===== config.mk =====
export PLATFORM = sky130hd
export DESIGN_NAME = byte_and_word_alu_with_flags
export DESIGN_NICKNAME = d
export VERILOG_FILES = /design/src/sv/bwalu_pkg.sv /design/src/sv/bwalu_front.sv /design/src/sv/byte_and_word_alu_with_flags.sv
export VERILOG_INCLUDE_DIRS = /design/src /design/src/sv
export SDC_FILE = /design/constraint.sdc
export NUM_CORES = 1
export LEC_CHECK = 0
export BUFFER_PORTS_ARGS = -buffer_cell sky130_fd_sc_hd__buf_2
export CAP_MARGIN = 20
export CORE_MARGIN = 8
export CORE_UTILIZATION = 25
export CTS_BUF_LIST = sky130_fd_sc_hd__clkbuf_8
export DETAILED_ROUTE_END_ITERATION = 10
export HOLD_SLACK_MARGIN = 0.03
export PLACE_DENSITY = 0.43
export SYNTH_ARGS = -nofsm -noshare
export SYNTH_HDL_FRONTEND = slang
export SYNTH_SLANG_ARGS = --single-unit

===== constraint.sdc =====
create_clock -name clk -period 5.2 [get_ports clk]
set_clock_uncertainty 0.2 [all_clocks]
set_input_delay 1.56 -clock clk [delete_from_list [all_inputs] [get_ports clk]]
set_output_delay 1.56 -clock clk [all_outputs]
set_load 0.02 [all_outputs]

===== src/sv/assert_macros.svh =====
// Assertion macros used by the top level of the byte and word ALU.
`ifndef ASSERT_MACROS_SVH
`define ASSERT_MACROS_SVH

// Checks that the consequent holds in the same cycle as the antecedent.
`define ASSERT_SAME(label, clk, rst, ante, cons) \
  label: assert property (@(posedge clk) disable iff (rst) (ante) |-> (cons)) \
    else $error("assertion failed in same-cycle check");

// Checks that the consequent holds in the cycle after the antecedent.
`define ASSERT_NEXT(label, clk, rst, ante, cons) \
  label: assert property (@(posedge clk) disable iff (rst) (ante) |=> (cons)) \
    else $error("assertion failed in next-cycle check");

`endif


===== src/sv/bwalu_pkg.sv =====
// Package with command codes, flag masks and pipeline stage types of the ALU.
package bwalu_pkg;

  // Operation codes carried on the command field.
  typedef enum logic [4:0] {
    CMD_ADC = 5'd0,
    CMD_AND = 5'd1,
    CMD_ASL = 5'd2,
    CMD_CMP = 5'd3,
    CMD_DEC = 5'd4,
    CMD_EOR = 5'd5,
    CMD_INC = 5'd6,
    CMD_LD  = 5'd7,
    CMD_LSR = 5'd8,
    CMD_OR  = 5'd9,
    CMD_ROL = 5'd10,
    CMD_ROR = 5'd11,
    CMD_SBC = 5'd12,
    CMD_ADW = 5'd13,
    CMD_CPW = 5'd14,
    CMD_LDW = 5'd15,
    CMD_SBW = 5'd16
  } cmd_t;

  // Flag mask bits and common combinations.
  localparam logic [4:0] MASK_C    = 5'h01;
  localparam logic [4:0] MASK_Z    = 5'h02;
  localparam logic [4:0] MASK_H    = 5'h04;
  localparam logic [4:0] MASK_V    = 5'h08;
  localparam logic [4:0] MASK_N    = 5'h10;
  localparam logic [4:0] MASK_NONE = 5'h00;
  localparam logic [4:0] MASK_ZN   = MASK_Z | MASK_N;
  localparam logic [4:0] MASK_CZN  = MASK_C | MASK_Z | MASK_N;
  localparam logic [4:0] MASK_ALL  = MASK_C | MASK_Z | MASK_H | MASK_V | MASK_N;

  // First stage: decoded command, low byte sum and the simple byte results.
  typedef struct packed {
    cmd_t        cmd;
    logic [7:0]  a_hi;
    logic [7:0]  bx_hi;
    logic [8:0]  lo;
    logic        h_lo;
    logic        v_lo;
    logic [15:0] pass_val;
    logic        c_shift;
  } s1_t;

  // Second stage: adds the high byte sum.
  typedef struct packed {
    cmd_t        cmd;
    logic [8:0]  lo;
    logic        h_lo;
    logic        v_lo;
    logic [8:0]  hi;
    logic        h_hi;
    logic        v_hi;
    logic [15:0] pass_val;
    logic        c_shift;
  } s2_t;

  // Final result with flags.
  typedef struct packed {
    logic [15:0] result;
    logic        c;
    logic        z;
    logic        h;
    logic        v;
    logic        n;
    logic [4:0]  mask;
  } res_t;

endpackage


===== src/sv/bwalu_front.sv =====
// Front stage logic: operand selection, low byte adder and byte logic operations.
module bwalu_front (
  input  logic [4:0]       command,
  input  logic [15:0]      operand_a,
  input  logic [15:0]      operand_b,
  input  logic             carry_in,
  output bwalu_pkg::s1_t   front
);

  bwalu_pkg::cmd_t cmd;
  logic [15:0]     bx;
  logic            cin;
  logic [8:0]      lo;
  logic [7:0]      a8;
  logic [15:0]     pass_val;
  logic            c_shift;

  assign cmd = bwalu_pkg::cmd_t'(command);
  assign a8  = operand_a[7:0];

  // Subtracts and compares add the complement of operand b.
  always_comb begin
    bx  = operand_b;
    cin = 1'b0;
    case (cmd)
      bwalu_pkg::CMD_ADC: begin
        cin = carry_in;
      end
      bwalu_pkg::CMD_SBC: begin
        bx  = ~operand_b;
        cin = carry_in;
      end
      bwalu_pkg::CMD_SBW, bwalu_pkg::CMD_CMP, bwalu_pkg::CMD_CPW: begin
        bx  = ~operand_b;
        cin = 1'b1;
      end
      default: begin
        bx  = operand_b;
        cin = 1'b0;
      end
    endcase
  end

  // Low byte adder shared by all add, subtract and compare operations.
  assign lo = {1'b0, a8} + {1'b0, bx[7:0]} + {8'd0, cin};

  // Results taken straight from the operands or from byte logic, plus shift carry.
  always_comb begin
    pass_val = 16'd0;
    c_shift  = 1'b0;
    case (cmd)
      bwalu_pkg::CMD_AND: pass_val = {8'd0, a8 & operand_b[7:0]};
      bwalu_pkg::CMD_EOR: pass_val = {8'd0, a8 ^ operand_b[7:0]};
      bwalu_pkg::CMD_OR:  pass_val = {8'd0, a8 | operand_b[7:0]};
      bwalu_pkg::CMD_DEC: pass_val = {8'd0, a8 - 8'd1};
      bwalu_pkg::CMD_INC: pass_val = {8'd0, a8 + 8'd1};
      bwalu_pkg::CMD_LD:  pass_val = {8'd0, operand_b[7:0]};
      bwalu_pkg::CMD_CMP: pass_val = {8'd0, a8};
      bwalu_pkg::CMD_CPW: pass_val = operand_a;
      bwalu_pkg::CMD_LDW: pass_val = operand_b;
      bwalu_pkg::CMD_ASL: begin
        pass_val = {8'd0, a8[6:0], 1'b0};
        c_shift  = a8[7];
      end
      bwalu_pkg::CMD_LSR: begin
        pass_val = {8'd0, 1'b0, a8[7:1]};
        c_shift  = a8[0];
      end
      bwalu_pkg::CMD_ROL: begin
        pass_val = {8'd0, a8[6:0], carry_in};
        c_shift  = a8[7];
      end
      bwalu_pkg::CMD_ROR: begin
        pass_val = {8'd0, carry_in, a8[7:1]};
        c_shift  = a8[0];
      end
      default: begin
        pass_val = 16'd0;
        c_shift  = 1'b0;
      end
    endcase
  end

  // Pack the stage outputs, with half-carry and overflow of the low byte.
  always_comb begin
    front.cmd      = cmd;
    front.a_hi     = operand_a[15:8];
    front.bx_hi    = bx[15:8];
    front.lo       = lo;
    front.h_lo     = a8[4] ^ bx[4] ^ lo[4];
    front.v_lo     = ~(a8[7] ^ bx[7]) & (a8[7] ^ lo[7]);
    front.pass_val = pass_val;
    front.c_shift  = c_shift;
  end

endmodule


===== src/sv/byte_and_word_alu_with_flags.sv =====
// Top level of the byte and word ALU: three-stage pipeline with flag generation.
//
// Usage: a request enters on command, operand_a, operand_b and carry_in with
// cmd_valid; it is taken at a rising edge where cmd_valid is high and
// cmd_stall is low. The result leaves on result, the five flag outputs and
// flag_mask with res_valid, and is taken where res_valid is high and
// res_stall is low. Flags whose mask bit is clear read as zero.
// A request taken at one edge passes through the three register stages in
// order (low byte add, high byte add, flag select) before its result shows.
// One request enters every cycle while cmd_stall is low; each stage moves
// on whenever the stage after it has room.
// When the receiver stalls, the result holds and the stages fill up behind
// it; cmd_stall rises only once every stage holds a request, and nothing
// is lost or repeated. Reset empties all stages.
`include "assert_macros.svh"

module byte_and_word_alu_with_flags (
  input  logic        clk,
  input  logic        rst,
  input  logic        cmd_valid,
  output logic        cmd_stall,
  input  logic [4:0]  command,
  input  logic [15:0] operand_a,
  input  logic [15:0] operand_b,
  input  logic        carry_in,
  output logic        res_valid,
  input  logic        res_stall,
  output logic [15:0] result,
  output logic        carry_out,
  output logic        zero_out,
  output logic        half_out,
  output logic        overflow_out,
  output logic        negative_out,
  output logic [4:0]  flag_mask
);

  bwalu_pkg::s1_t  front;
  bwalu_pkg::s1_t  st1;
  bwalu_pkg::s2_t  st2_next;
  bwalu_pkg::s2_t  st2;
  bwalu_pkg::res_t st3_next;
  bwalu_pkg::res_t st3;
  logic            v1;
  logic            v2;
  logic            v3;
  logic            ready1;
  logic            ready2;
  logic            ready3;
  logic [8:0]      hi;
  logic [4:0]      flag_bits;

  // Operand selection, low byte adder and byte logic results.
  bwalu_front u_front (
    .command   (command),
    .operand_a (operand_a),
    .operand_b (operand_b),
    .carry_in  (carry_in),
    .front     (front)
  );

  // A stage can load when it is empty or its content moves on.
  assign ready3    = ~v3 | ~res_stall;
  assign ready2    = ~v2 | ready3;
  assign ready1    = ~v1 | ready2;
  assign cmd_stall = ~ready1;

  // Valid bits travel with the data.
  always_ff @(posedge clk) begin
    if (rst) begin
      v1 <= 1'b0;
      v2 <= 1'b0;
      v3 <= 1'b0;
    end else begin
      if (ready1) v1 <= cmd_valid;
      if (ready2) v2 <= v1;
      if (ready3) v3 <= v2;
    end
  end

  // Stage one payload.
  always_ff @(posedge clk) begin
    if (ready1 && cmd_valid) st1 <= front;
  end

  // High byte adder chained on the low byte carry.
  assign hi = {1'b0, st1.a_hi} + {1'b0, st1.bx_hi} + {8'd0, st1.lo[8]};

  always_comb begin
    st2_next.cmd      = st1.cmd;
    st2_next.lo       = st1.lo;
    st2_next.h_lo     = st1.h_lo;
    st2_next.v_lo     = st1.v_lo;
    st2_next.hi       = hi;
    st2_next.h_hi     = st1.a_hi[4] ^ st1.bx_hi[4] ^ hi[4];
    st2_next.v_hi     = ~(st1.a_hi[7] ^ st1.bx_hi[7]) & (st1.a_hi[7] ^ hi[7]);
    st2_next.pass_val = st1.pass_val;
    st2_next.c_shift  = st1.c_shift;
  end

  always_ff @(posedge clk) begin
    if (ready2 && v1) st2 <= st2_next;
  end

  // Result and flag selection per command.
  always_comb begin
    st3_next = '0;
    case (st2.cmd)
      bwalu_pkg::CMD_ADC, bwalu_pkg::CMD_SBC: begin
        st3_next.result = {8'd0, st2.lo[7:0]};
        st3_next.c      = st2.lo[8];
        st3_next.z      = (st2.lo[7:0] == 8'd0);
        st3_next.h      = st2.h_lo;
        st3_next.v      = st2.v_lo;
        st3_next.n      = st2.lo[7];
        st3_next.mask   = bwalu_pkg::MASK_ALL;
      end
      bwalu_pkg::CMD_AND, bwalu_pkg::CMD_EOR, bwalu_pkg::CMD_OR,
      bwalu_pkg::CMD_DEC, bwalu_pkg::CMD_INC, bwalu_pkg::CMD_LD: begin
        st3_next.result = st2.pass_val;
        st3_next.z      = (st2.pass_val[7:0] == 8'd0);
        st3_next.n      = st2.pass_val[7];
        st3_next.mask   = bwalu_pkg::MASK_ZN;
      end
      bwalu_pkg::CMD_ASL, bwalu_pkg::CMD_LSR,
      bwalu_pkg::CMD_ROL, bwalu_pkg::CMD_ROR: begin
        st3_next.result = st2.pass_val;
        st3_next.c      = st2.c_shift;
        st3_next.z      = (st2.pass_val[7:0] == 8'd0);
        st3_next.n      = st2.pass_val[7];
        st3_next.mask   = bwalu_pkg::MASK_CZN;
      end
      bwalu_pkg::CMD_CMP: begin
        st3_next.result = st2.pass_val;
        st3_next.c      = st2.lo[8];
        st3_next.z      = (st2.lo[7:0] == 8'd0);
        st3_next.n      = st2.lo[7];
        st3_next.mask   = bwalu_pkg::MASK_CZN;
      end
      bwalu_pkg::CMD_ADW, bwalu_pkg::CMD_SBW: begin
        st3_next.result = {st2.hi[7:0], st2.lo[7:0]};
        st3_next.c      = st2.hi[8];
        st3_next.z      = ({st2.hi[7:0], st2.lo[7:0]} == 16'd0);
        st3_next.h      = st2.h_hi;
        st3_next.v      = st2.v_hi;
        st3_next.n      = st2.hi[7];
        st3_next.mask   = bwalu_pkg::MASK_ALL;
      end
      bwalu_pkg::CMD_CPW: begin
        st3_next.result = st2.pass_val;
        st3_next.c      = st2.hi[8];
        st3_next.z      = ({st2.hi[7:0], st2.lo[7:0]} == 16'd0);
        st3_next.n      = st2.hi[7];
        st3_next.mask   = bwalu_pkg::MASK_CZN;
      end
      bwalu_pkg::CMD_LDW: begin
        st3_next.result = st2.pass_val;
        st3_next.z      = (st2.pass_val == 16'd0);
        st3_next.n      = st2.pass_val[15];
        st3_next.mask   = bwalu_pkg::MASK_ZN;
      end
      default: begin
        st3_next      = '0;
        st3_next.mask = bwalu_pkg::MASK_NONE;
      end
    endcase
  end

  always_ff @(posedge clk) begin
    if (ready3 && v2) st3 <= st3_next;
  end

  // Output register drives the result channel.
  assign res_valid    = v3;
  assign result       = st3.result;
  assign carry_out    = st3.c;
  assign zero_out     = st3.z;
  assign half_out     = st3.h;
  assign overflow_out = st3.v;
  assign negative_out = st3.n;
  assign flag_mask    = st3.mask;

  // Flag outputs in mask bit order.
  assign flag_bits = {negative_out, overflow_out, half_out, zero_out, carry_out};

  // A flag outside the mask is never set.
  `ASSERT_SAME(a_flags_in_mask, clk, rst, res_valid, ((~flag_mask) & flag_bits) == 5'd0)
  // Half-carry is only reported by full-flag arithmetic.
  `ASSERT_SAME(a_half_full_mask, clk, rst, res_valid && flag_mask[2], flag_mask == bwalu_pkg::MASK_ALL)
  // An accepted request lands in the first stage.
  `ASSERT_NEXT(a_accept_loads, clk, rst, cmd_valid && !cmd_stall, v1)
  // A blocked middle stage keeps its request.
  `ASSERT_NEXT(a_stage2_holds, clk, rst, v2 && !ready3, v2 && $stable(st2))

endmodule


# After elaboration in Yosys (flattened, before gate mapping)

Cells that the tools add are included.

Flip-flop bits (word level): 122
Logic and storage cells: 119
Output and inout bits: 28
Input bits: 42

Add/sub/neg operators: 6
Mux-type cells: 9
Equality and inequality tests: 31
Reduce and logical (&&, ||, !) cells: 22
Bitwise operators: 24

Operators by type and width:

| cell                                                 | count |
|---|---|
| case mux 16 bit (13 select lines)                    | 1 |
| equality test 5 x 4 -> 1 bit (second input constant) | 15 |
| case mux 16 bit (3 select lines)                     | 1 |
| case mux 6 bit (7 select lines)                      | 1 |
| equality test 5 x 3 -> 1 bit (second input constant) | 8 |
| logical NOT 16 bit                                   | 2 |
| equality test 5 x 2 -> 1 bit (second input constant) | 4 |
| adder 8 x 8 -> 9 bit                                 | 2 |
| adder 9 x 1 -> 9 bit                                 | 2 |
| logical NOT 8 bit                                    | 2 |
| 2-to-1 mux 16 bit                                    | 1 |
| NOT 16 bit                                           | 1 |
| OR reduction 13 bit                                  | 1 |
| equality test 5 x 1 -> 1 bit (second input constant) | 2 |
| equality test 5 bit (second input constant)          | 2 |
| logical NOT 5 bit                                    | 2 |
| OR reduction 10 bit                                  | 1 |
| OR reduction 2 bit                                   | 5 |
| OR reduction 3 bit                                   | 3 |
| adder 8 x 1 -> 8 bit (second input constant)         | 1 |
| AND 8 bit                                            | 1 |
| bitwise OR 8 bit                                     | 1 |
| OR reduction 4 bit                                   | 2 |
| subtractor 8 x 1 -> 8 bit (second input constant)    | 1 |
| 11 further kinds                                     | 30 |

# Depth between registers and ports, before layout

Gate-level depths: netlist (run 1).

Word-level depth: 7
Mapped depth: 14
Gate-level depth less buffers: 12

# Cells and area by module

A second synthesis (run 1) with hierarchy kept.

Cell total of the unflattened synthesis: 488
Area, all modules: 6292.3 um^2

Modules (own cells, without submodules):

| module                       | area an instance (um^2) | times used | sequential area each (um^2) | cells each |
|---|---|---|---|---|
| byte_and_word_alu_with_flags | 4478.0                  | 1          | 3573.4                      | 249 |
| bwalu_front                  | 1814.2                  | 1          | 0.0                         | 239 |

# Worst setup path before layout (run 1)

Ideal clock, no wire load.

Path kind: input -> register
Start: in res_stall
End: reg st1[0] (netlist name) (enable)
Arrival: 4.197 ns
Setup time: 0.461 ns
Slack: 0.342 ns
Buffers on the path: 0
Stages: 3
Data required time: 4.539 ns
Cells stage by stage: and3_1 > and2_1 > nor2b_1

Word-level cells in the longest chain between the ends: 5

RTL lines:

| item                 | line                               | text |
|---|---|---|
| from (decl)          | byte_and_word_alu_with_flags.sv:27 | `input logic res_stall,` |
| NOT 1 bit            | byte_and_word_alu_with_flags.sv:62 | `assign ready3 = ~v3 \| ~res_stall;` |
| bitwise OR 1 bit     | byte_and_word_alu_with_flags.sv:62 |  |
| bitwise OR 1 bit     | byte_and_word_alu_with_flags.sv:63 | `assign ready2 = ~v2 \| ready3;` |
| bitwise OR 1 bit     | byte_and_word_alu_with_flags.sv:64 | `assign ready1 = ~v1 \| ready2;` |
| logical AND 1 bit    | byte_and_word_alu_with_flags.sv:82 | `if (ready1 && cmd_valid) st1 <= front;` |
| to (signal assigned) | byte_and_word_alu_with_flags.sv:82 |  |
| to (decl)            | byte_and_word_alu_with_flags.sv:38 | `bwalu_pkg::s1_t st1;` |

Every way passes these cells.
A chain may end at the register's enable or synchronous reset.

==> results of run 1 <==
## cell usage in the layout (no fill, tap or decap), types with 5 or more instances in the layout
| master | instances |
|---|---|
| fa_1 | 5 |
| buf_4 | 11 |
| a22oi_1 | 11 |
| clkinv_2 | 6 |
| a21o_1 | 6 |
| nor3_1 | 12 |
| xor2_1 | 6 |
| a22o_1 | 27 |
| a21oi_1 | 18 |
| nand3_1 | 6 |
| inv_1 | 32 |
| ha_1 | 36 |
| a211oi_1 | 7 |
| edfxtp_1 | 117 |
| clkbuf_8 | 19 |
| nor4_1 | 9 |
| o211ai_1 | 5 |
| mux2i_1 | 6 |
| nand2_1 | 18 |
| o21ai_0 | 11 |
| and3_1 | 6 |
| buf_2 | 69 |
| a221oi_1 | 8 |
| nor2_1 | 32 |
| xnor2_1 | 25 |
| nand2b_1 | 8 |
## metrics by stage
stage                     setup WS, ns  utilization
after floorplan                  0.342            -
after global placement           0.452        0.281
after detailed placement         0.343        0.282
after CTS                        0.796        0.296
after global routing             0.597        0.296
final                            0.767        0.296
## how the worst min path moves through the flow
stage	start	end	slack [ns]	cells past startpoint
3_5_place_dp	st1[5]	st2[5]	0.20	0
5_1_grt	st1[20]	st2[31]	0.23	0
4_1_cts	st1[5]	st2[5]	0.22	0
2_1_floorplan	st1[0]	st2[0]	0.20	0
6_report	st1[20]	st2[31]	0.22	0
3_3_place_gp	st1[44]	st2[39]	0.21	0
## state kept, by name (all words and copies together), names as in the netlist, 3 cells and up
name	count
result	16
flag_mask	3
st2	44
st1	49
## cells by family after synthesis
logic type	after synthesis	share of synthesized area
xor+xnor	31	0.0433
mux	7	0.0114
compound gates	126	0.152
buf+inv	52	0.0377
simple gates	115	0.0967
fa+ha+maj	42	0.0893
flops	120	0.569
## worst reg2reg max path: cells and delay by family (launching register included)
family / cells / cell delay [ns]
buffers and inverters: 2 / 0.17
AND/OR/NAND/NOR: 1 / 0.10
AO/OA/AOI/OAI: 4 / 0.84
flip-flops: 1 / 0.45
adder cells (fa/ha/maj): 2 / 0.56
## cell type report
type	instances	area [µm²]
fill	2558	17500
sequential	120	3570
multi-input combinational	321	2480
timing repair buffer	81	448
tap	330	413
clock buffer	19	262
inverter	29	109
clock inverter	13	67.6
## per-layer routing
layer	vias to the layer above	part of all wire
li1	2047	-
met3	11	0.033
met2	71	0.47
met5	-	0
met4	0	0.012
met1	1965	0.49
## power by group through the flow
| stage | Sequential (mW) | Combinational (mW) | Clock, mW |
|---|---|---|---|
| after floorplan | 1.22 | 0.228 | 0 |
| after global placement | 1.23 | 0.336 | 0 |
| after detailed placement | 1.23 | 0.341 | 0 |
| after CTS | 1.21 | 0.343 | 0.709 |
| after global routing | 1.21 | 0.378 | 0.748 |
| final | 1.20 | 0.337 | 0.679 |
==> impl_results.md, run 1 <==
- CTS Hold Bufs: 0
- IO Port Bufs: 69
- Antenna viol nets, final: 0
- CTS sink count: 120
- Chip height: 174 µm
- Skew-Pair Late Insertion Delay: 0.41 ns
- #FFs+latches synth: 120
- Seq pwr share: 0.542
- GR Layer Usage met1: 0.127
- Clock tree buffer depth: 2
- Setup crit start: command[2]
- Synthesized area per cell: 12.7 µm²
- Area delta synth->final: 17.2%
- Max stage delay cell, worst path: fa_1
- Max-cap violation count: 0
- Hold slack: 0.220 ns
- CP Capture Point: st1[27]
- Top-area cell type share of the netlist area: 0.560
- TritonCTS Buffers: 17
- Vias in the first global route: 4332
- Crit path depth: 11
- DRC: 0
- Syn_nets: 576
- Worst path bufs/invs: 1
- Most used cell, CP: fa_1
- Arr. time, crit path: 4.38 ns
- DR pass1 iterations: 4
- Avg Vias per Cell: 4.48
- Met2 Resource Use GR: 0.160
- Period utilization: 0.852
- Clk root buf: clkbuf_8
- Crit path max fanout: 14
- # IOs: 70
- Nets: 653
- Post-synth top cells: edfxtp_1, ha_1, nor2_1, inv_1, a22o_1
- Grt ovf: 0
- CP Class: input pin to flop
- Clock Power Share: 0.306
- Starting Density: 0.252
- Post-Layout Cell Count: 913
- Cell family with most CP delay: compound AO/OA/AOI/OAI gates
- Crit start category: input pin
- Share of layout cells above drive strength 1: 0.208
- Crit path required time: 5.15 ns
- Syn. warnings: 0
- Overall routing resource usage: 0.0980
- Worst Tran Pin Value: 0.976 ns
- Final instance area: 0.00736 mm²
- RSZ-0062 raised after global routing: false
- Share of the yosys chip area belonging to registers: 0.569
- Slew headroom: 0.348
- GRT busiest layer: met2
- Reg2Reg Setup Slack: 2.62 ns
- Post-cts repair resize count: 0
- Placer Congestion: 0.833
- Reg2Reg Capture Point: st2[27]
- Global routing usage on met3: 0.0210
- FF-to-FF Start: st1[27]
- Inserted Diodes: 0
- Total core area: 0.0249 mm²
- Mapped Cells: 493
- LEAKAGE: 2.77 nW
- # placed instances: 881
- Comb pwr share: 0.152
- Internal power: 1.65 mW
- Final-report hold violation count: 0
- Synthesized area: 0.00627 mm²
- EDFF count, synth: 117
- Initial DRC Count: 259
- Initial antenna violation count: 0
- Most used DFF post-synth: edfxtp_1
- Async S/R FF share, synth: 0
- Area leader, netlist: edfxtp_1
- Die W: 174 µm
- Setup TNS: 0 ns
- Min Tclk post-route: 4.43 ns
- Net Switching: 0.570 mW
- Cells on worst reg2reg path: 9
- Status: finished clean
- Placed instance area: 0.00703 mm²
- Slew Viols, Final: 0
- Reg clk slew, reported paths: 0.07 ns
- Highest ir drop seen on vdd: 0.0993 mV
- Largest cells by area after synthesis: edfxtp_1, ha_1, a22o_1
- Total power: 2.22 mW
- Routed WL: 15.0 mm
- Via count: 4094
- CP endpoint kind: flop
- Critical path's largest stage delay: 0.45 ns
- H-tree Lvls: 4
- Setup violators final: 0
- Post-CTS setup buffers: 0
- First-pass GRT wire length: 23.7 mm
- Wire length per cell: 16.4 µm
- DP HPWL: 11.6 mm
- Critical-path cell list: buf_2 > or2_1 > o32a_1 > xnor2_1 > fa_1 > fa_1 > a21o_1 > a21oi_1 > o21ai_0 > nor4_1 > nor3_1
- Largest net degree at the start of global routing: 50
- Most numerous cell in the Yosys netlist: edfxtp_1
- Fmax: 226 MHz
- CTS tree: done
- Yosys cell types: 63
- Num rows: 58
- PwrDens: 302 mW/mm²
- Switching part of the total: 0.257
- HP Class: flop to flop
- DIE AREA: 0.0304 mm²
Note: power is estimated with default switching activity, not from simulation.
==> run 2, diff against run 1 <==
--- a/config.mk
+++ b/config.mk
@@ -8,6 +8,7 @@
 export LEC_CHECK = 0
 export BUFFER_PORTS_ARGS = -buffer_cell sky130_fd_sc_hd__buf_2
 export CAP_MARGIN = 20
+export CORE_ASPECT_RATIO = 0.75
 export CORE_MARGIN = 8
 export CORE_UTILIZATION = 25
 export CTS_BUF_LIST = sky130_fd_sc_hd__clkbuf_8
==> impl_results.md, run 2 (synthesis gave the netlist of run 1 again) <==
- Nets: 652 (-0.15%)
- Final instance area: 0.00740 mm² (+0.54%)
- LEAKAGE: 2.78 nW (+0.38%)
- Share of layout cells above drive strength 1: 0.205 (-0.00273)
- Reg clk slew, reported paths: 0.07 ns (about the same)
- Final worst setup slack: 0.868 ns (+0.100 ns)
- Post-CTS setup buffers: 0 (unchanged)
- CP Class: input pin to flop
- Critical path's largest stage delay: 0.43 ns (-0.02 ns)
- DP HPWL: 12.0 mm (+3.0%)
- Commonest cells after routing, fill and taps aside: edfxtp_1, buf_2, ha_1, nor2_1, inv_1
- Worst Tran Pin Value: 1.00 ns (+0.0241 ns)
- Initial antenna violation count: 0 (unchanged)
- DIE AREA: 0.0305 mm² (+0.17%)
- Die W: 199 µm (+14%)
- Chip height: 153 µm (-12%)
- Internal power: 1.72 mW (+4.1%)
- Slew headroom: 0.332 (-0.0161)
- Grt ovf: 0 (unchanged)
- Period utilization: 0.833 (-0.0193)
- Total core area: 0.0248 mm² (-0.22%)
- Clock Power Share: 0.329 (+0.023)
- DR pass1 iterations: 5 (+1)
- Reg2Reg Setup Slack: 2.60 ns (-0.02 ns)
- Place WS: 0.408 ns (+0.0644 ns)
- Arr. time, crit path: 4.31 ns (-0.07 ns)
- # placed instances: 887 (+0.68%)
- Inserted Diodes: 0 (unchanged)
- PwrDens: 311 mW/mm² (+3.1%)
- Net Switching: 0.585 mW (+2.6%)
- Starting Density: 0.253 (+0.000559)
- HP Class: flop to flop
- Max-cap violation count: 0 (unchanged)
- Max reg flops: 49 (unchanged)
- CTS tree: done
- CTS sink count: 120 (unchanged)
- Crit start category: input pin
- CTS Hold Bufs: 0 (unchanged)
- Slew Viols, Final: 0 (unchanged)
- H-tree Lvls: 4 (unchanged)
- Avg Vias per Cell: 4.48 (-0.12%)
- Wire length per cell: 16.6 µm (+0.89%)
- Skew-Pair Late Insertion Delay: 0.43 ns (+0.02 ns)
- Initial DRC Count: 252 (-2.7%)
- Vias in the first global route: 4228 (-2.4%)
- Status: finished clean
- Largest net degree at the start of global routing: 50 (unchanged)
- Placed instance area: 0.00704 mm² (+0.14%)
- Comb pwr share: 0.148 (-0.004)
- Post-Layout Cell Count: 919 (+0.66%)
- CP endpoint kind: flop
- Routed WL: 15.2 mm (+1.6%)
- Max stage delay cell, worst path: fa_1
- Clock tree buffer depth: 2 (unchanged)
- Post-cts repair resize count: 0 (unchanged)
- Overall routing resource usage: 0.103 (+0.00454)
- Final-report hold violation count: 0 (unchanged)
- Crit path max fanout: 14 (unchanged)
- Min Tclk post-route: 4.33 ns (-0.100 ns)
- Setup TNS: 0 ns (unchanged)
- Seq pwr share: 0.523 (-0.019)
- Most used cell, CP: fa_1
- Setup violators final: 0 (unchanged)
- Antenna viol nets, final: 0 (unchanged)
- Most common cell after layout, fill and taps aside: edfxtp_1
- Util after Layout: 0.298 (+0.00227)
- Critical-path cell list: buf_2 > or2_1 > o32a_1 > xnor2_1 > fa_1 > fa_1 > a21o_1 > a21oi_1 > o21ai_0 > nor4_1 > nor3_1
- DRC: 0 (unchanged)
- Fmax: 231 MHz (+2.3%)
- RSZ-0062 raised after global routing: false
- Clk root buf: clkbuf_8
- Via count: 4116 (+0.54%)
- Crit path required time: 5.18 ns (+0.03 ns)
- Placer Congestion: 0.783 (-5.9%)
- Reg with most FFs: st1
- IO Port Bufs: 69 (unchanged)
- Num rows: 50 (-14%)
- First-pass GRT wire length: 24.0 mm (+1.1%)
- Switching part of the total: 0.254 (-0.00265)
- Highest ir drop seen on vdd: 0.140 mV (+41%)
- TritonCTS Buffers: 17 (unchanged)
- Area delta synth->final: 17.9%
- Fillcell total: 2559 (+0.039%)
- # IOs: 70 (unchanged)
[run 2: changes by cell type in the layout (fill, tap and decap cells not counted), sizes merged]
cell / delta
clkinv: +3
clkbuf: -2
inv: -2
buf: -1
bufinv: +2
clkinvlp: -2
[run 2: layout make-up]
class,instances,area (µm²),area share
Clock buffer,17,234,0.0316
Clock inverter,14,118,0.0159
Inverter,29,109,0.0147
Multi-Input combinational cell,321,2480,0.336
Sequential cell,120,3570,0.483
Tap cell,338,423,0.0572
Timing Repair Buffer,80,455,0.0616
[run 2: final timing paths]
| check | depth (start not counted) | from | to |
|---|---|---|---|
| worst max-delay path | 11 | command[2] | st1[27] |
| worst max register to register | 9 | st1[27] | st2[25] |
| worst min register to register | 0 | st1[21] | st2[32] |
| worst min-delay path | 0 | st1[21] | st2[32] |
[run 2: power groups by stage]
stage | Sequential, mW | Clock (mW) | Combinational (mW)
final | 1.20 | 0.757 | 0.341
after global routing | 1.21 | 0.830 | 0.385
after CTS | 1.21 | 0.783 | 0.345
after detailed placement | 1.23 | 0 | 0.344
after global placement | 1.23 | 0 | 0.335
after floorplan | 1.22 | 0 | 0.228
[run 2: per-stage QoR]
step	power (mW)	hold WS [ns]
global route	2.43	0.225
CTS	2.33	0.214
global placement	1.56	0.206
finish	2.30	0.213
detailed placement	1.57	0.205
floorplan	1.45	0.200
[run 2: layer usage]
layer  global-route usage  share of wire  up-vias
met3               0.0287          0.057       23
met5                    0              0        -
li1                     -              -     2043
met4               0.0405          0.019        0
met1                0.143           0.51     1935
met2                0.147           0.42      115
[run 2: critical path: cells and delay by family]
family                     cells  cell delay [ns]
xor gates and xnor gates       1             0.15
buffers and inverters          1             0.18
and+or+nand+nor                3             0.57
AOI/OAI and AO/OA              4             1.00
adders and majority gates      2             0.84
==> run 3, diff against run 2 <==
--- a/config.mk
+++ b/config.mk
@@ -14,7 +14,7 @@
 export CTS_BUF_LIST = sky130_fd_sc_hd__clkbuf_8
 export DETAILED_ROUTE_END_ITERATION = 10
 export HOLD_SLACK_MARGIN = 0.03
-export PLACE_DENSITY = 0.43
+export PLACE_DENSITY = 0.44
 export SYNTH_ARGS = -nofsm -noshare
 export SYNTH_HDL_FRONTEND = slang
 export SYNTH_SLANG_ARGS = --single-unit
==> constraint.sdc (replaced) <==
create_clock -name clk -period 3.8 [get_ports clk]
set_clock_uncertainty 0.2 [all_clocks]
set_input_delay 1.14 -clock clk [delete_from_list [all_inputs] [get_ports clk]]
set_output_delay 1.14 -clock clk [all_outputs]
set_load 0.02 [all_outputs]
==> impl_results.md, run 3 (synthesis gave the netlist of run 1 again) <==
- Net Switching: 0.853 mW (+46%)
- Reg2Reg Setup Slack: 1.27 ns (-1.33 ns)
- Reg with most FFs: st1
- Period utilization: 0.969
- Placer Congestion: 0.831 (+6.1%)
- First-pass GRT wire length: 23.7 mm (-1.4%)
- Setup violators final: 0 (unchanged)
- Comb pwr share: 0.163 (+0.015)
- Arr. time, crit path: 3.66 ns (-0.65 ns)
- Min Tclk post-route: 3.68 ns
- Max-cap violation count: 0 (unchanged)
- Most common cell after layout, fill and taps aside: edfxtp_1
- Internal power: 2.35 mW (+37%)
- Routed WL: 15.3 mm (+0.59%)
- Fmax: 272 MHz
- Seq pwr share: 0.516 (-0.007)
- Grt ovf: 0 (unchanged)
- Post-cts repair resize count: 0 (unchanged)
- Post-CTS setup buffers: 0 (unchanged)
- Nets: 687 (+5.4%)
- Final worst setup slack: 0.118 ns (-0.750 ns)
- Place WS: -0.308 ns (-0.716 ns)
- Wire length per cell: 16.0 µm (-3.2%)
- GRT busiest layer: met1
- Starting Density: 0.253 (unchanged)
- Largest net degree at the start of global routing: 50 (unchanged)
- # IOs: 70 (unchanged)
- Final-report hold violation count: 0 (unchanged)
- H-tree Lvls: 4 (unchanged)
- Overall routing resource usage: 0.100 (-0.00239)
- Cells on worst reg2reg path: 9 (unchanged)
- Status: finished clean
- Inserted Diodes: 0 (unchanged)
- Worst path bufs/invs: 2 (+1)
- GR Layer Usage met1: 0.150 (+0.00653)
- Crit path max fanout: 15 (+1)
- IO Port Bufs: 69 (unchanged)
- Via count: 4254 (+3.4%)
- Met2 Resource Use GR: 0.137 (-0.00947)
- Crit path depth: 11 (unchanged)
- PwrDens: 415 mW/mm² (+33%)
- CTS tree: done
- Total power: 3.20 mW (+39%)
- Antenna viol nets, final: 0 (unchanged)
- Slew Viols, Final: 0 (unchanged)
- Crit start category: input pin
- Slew headroom: 0.445 (+0.113)
- DIE AREA: 0.0305 mm² (unchanged)
- Chip height: 153 µm (unchanged)
- Avg Vias per Cell: 4.45 (-0.54%)
- LEAKAGE: 2.94 nW (+5.8%)
- CTS sink count: 120 (unchanged)
- Clock tree buffer depth: 2 (unchanged)
- Total core area: 0.0248 mm² (unchanged)
- RSZ-0062 raised after global routing: false
- Util after Layout: 0.310 (+0.0126)
- TritonCTS Buffers: 17 (unchanged)
- Skew-Pair Late Insertion Delay: 0.42 ns (about the same)
- DRC: 0 (unchanged)
- Commonest cells after routing, fill and taps aside: edfxtp_1, buf_2, buf_4, ha_1, nor2_1
- Area delta synth->final: 22.9%
- Most used cell, CP: xnor2_1
- Initial antenna violation count: 0 (unchanged)
- Cell family with most CP delay: compound AO/OA/AOI/OAI gates
- Die W: 199 µm (unchanged)
- CP Class: input pin to flop
- Worst Tran Pin Value: 0.826 ns (-0.174 ns)
- HP Class: flop to flop
- Critical path's largest stage delay: 0.44 ns (about the same)
- Max stage delay cell, worst path: a2111oi_4
- Vias in the first global route: 4196 (-0.76%)
- Reg clk slew, reported paths: 0.07 ns (about the same)
- CTS Hold Bufs: 0 (unchanged)
- Crit path required time: 3.78 ns (-1.40 ns)
- Max reg flops: 49 (unchanged)
- Share of layout cells above drive strength 1: 0.267 (+0.0626)
- Num rows: 50 (unchanged)
- DP HPWL: 12.0 mm (+0.29%)
- DR pass1 iterations: 4 (-1)
- Clk root buf: clkbuf_8
- Switching part of the total: 0.267 (+0.0126)
- Hold slack: 0.221 ns (+0.00790 ns)
- Global routing usage on met3: 0.0246 (-0.00417)
- Initial DRC Count: 258 (+2.4%)
- CP endpoint kind: flop
- Clock Power Share: 0.322 (-0.007)
- Hold depth: 0 (unchanged)
- Critical-path cell list: buf_2 > or2_4 > o32a_1 > buf_4 > xnor2_1 > ha_1 > and3_1 > a2111oi_4 > a21oi_2 > xnor2_1 > nor2_1
- Highest ir drop seen on vdd: 0.193 mV (+37%)
run 3: power groups by stage:
stage | sequential (mW) | clock [mW] | combinational, mW
after floorplan | 1.67 | 0 | 0.327
after global routing | 1.66 | 1.12 | 0.580
after CTS | 1.65 | 1.07 | 0.525
final | 1.65 | 1.03 | 0.521
after global placement | 1.68 | 0 | 0.516
after detailed placement | 1.68 | 0 | 0.523
run 3: routing by layer:
metal | part of all wire | vias to the layer above
li1 | - | 2122
met1 | 0.54 | 2018
met2 | 0.41 | 101
met3 | 0.048 | 13
met4 | 0.011 | 0
met5 | 0 | -
run 3: path summary, 6_finish.rpt:
kind,start,endpoint
max reg2reg,st1[27],st2[25]
min,st1[26],st2[37]
max,command[2],st1[17]
min reg2reg,st1[26],st2[37]
run 3: layout make-up:
class	instances	area [µm²]
fill	2548	17100
timing repair buffer	115	703
tap	338	423
clock buffer	17	234
inverter	29	109
clock inverter	15	130
multi-input combinational	321	2540
sequential	120	3570
run 3: through the flow:
stage / cells / cell area (µm²) / TNS, ns
finish: 955 / 7710 / 0
detailed placement: 923 / 7350 / -1.68
global route: 955 / 7710 / 0
floorplan: 493 / 6360 / -0.389
global placement: 923 / 7350 / -1.19
CTS: 955 / 7710 / 0
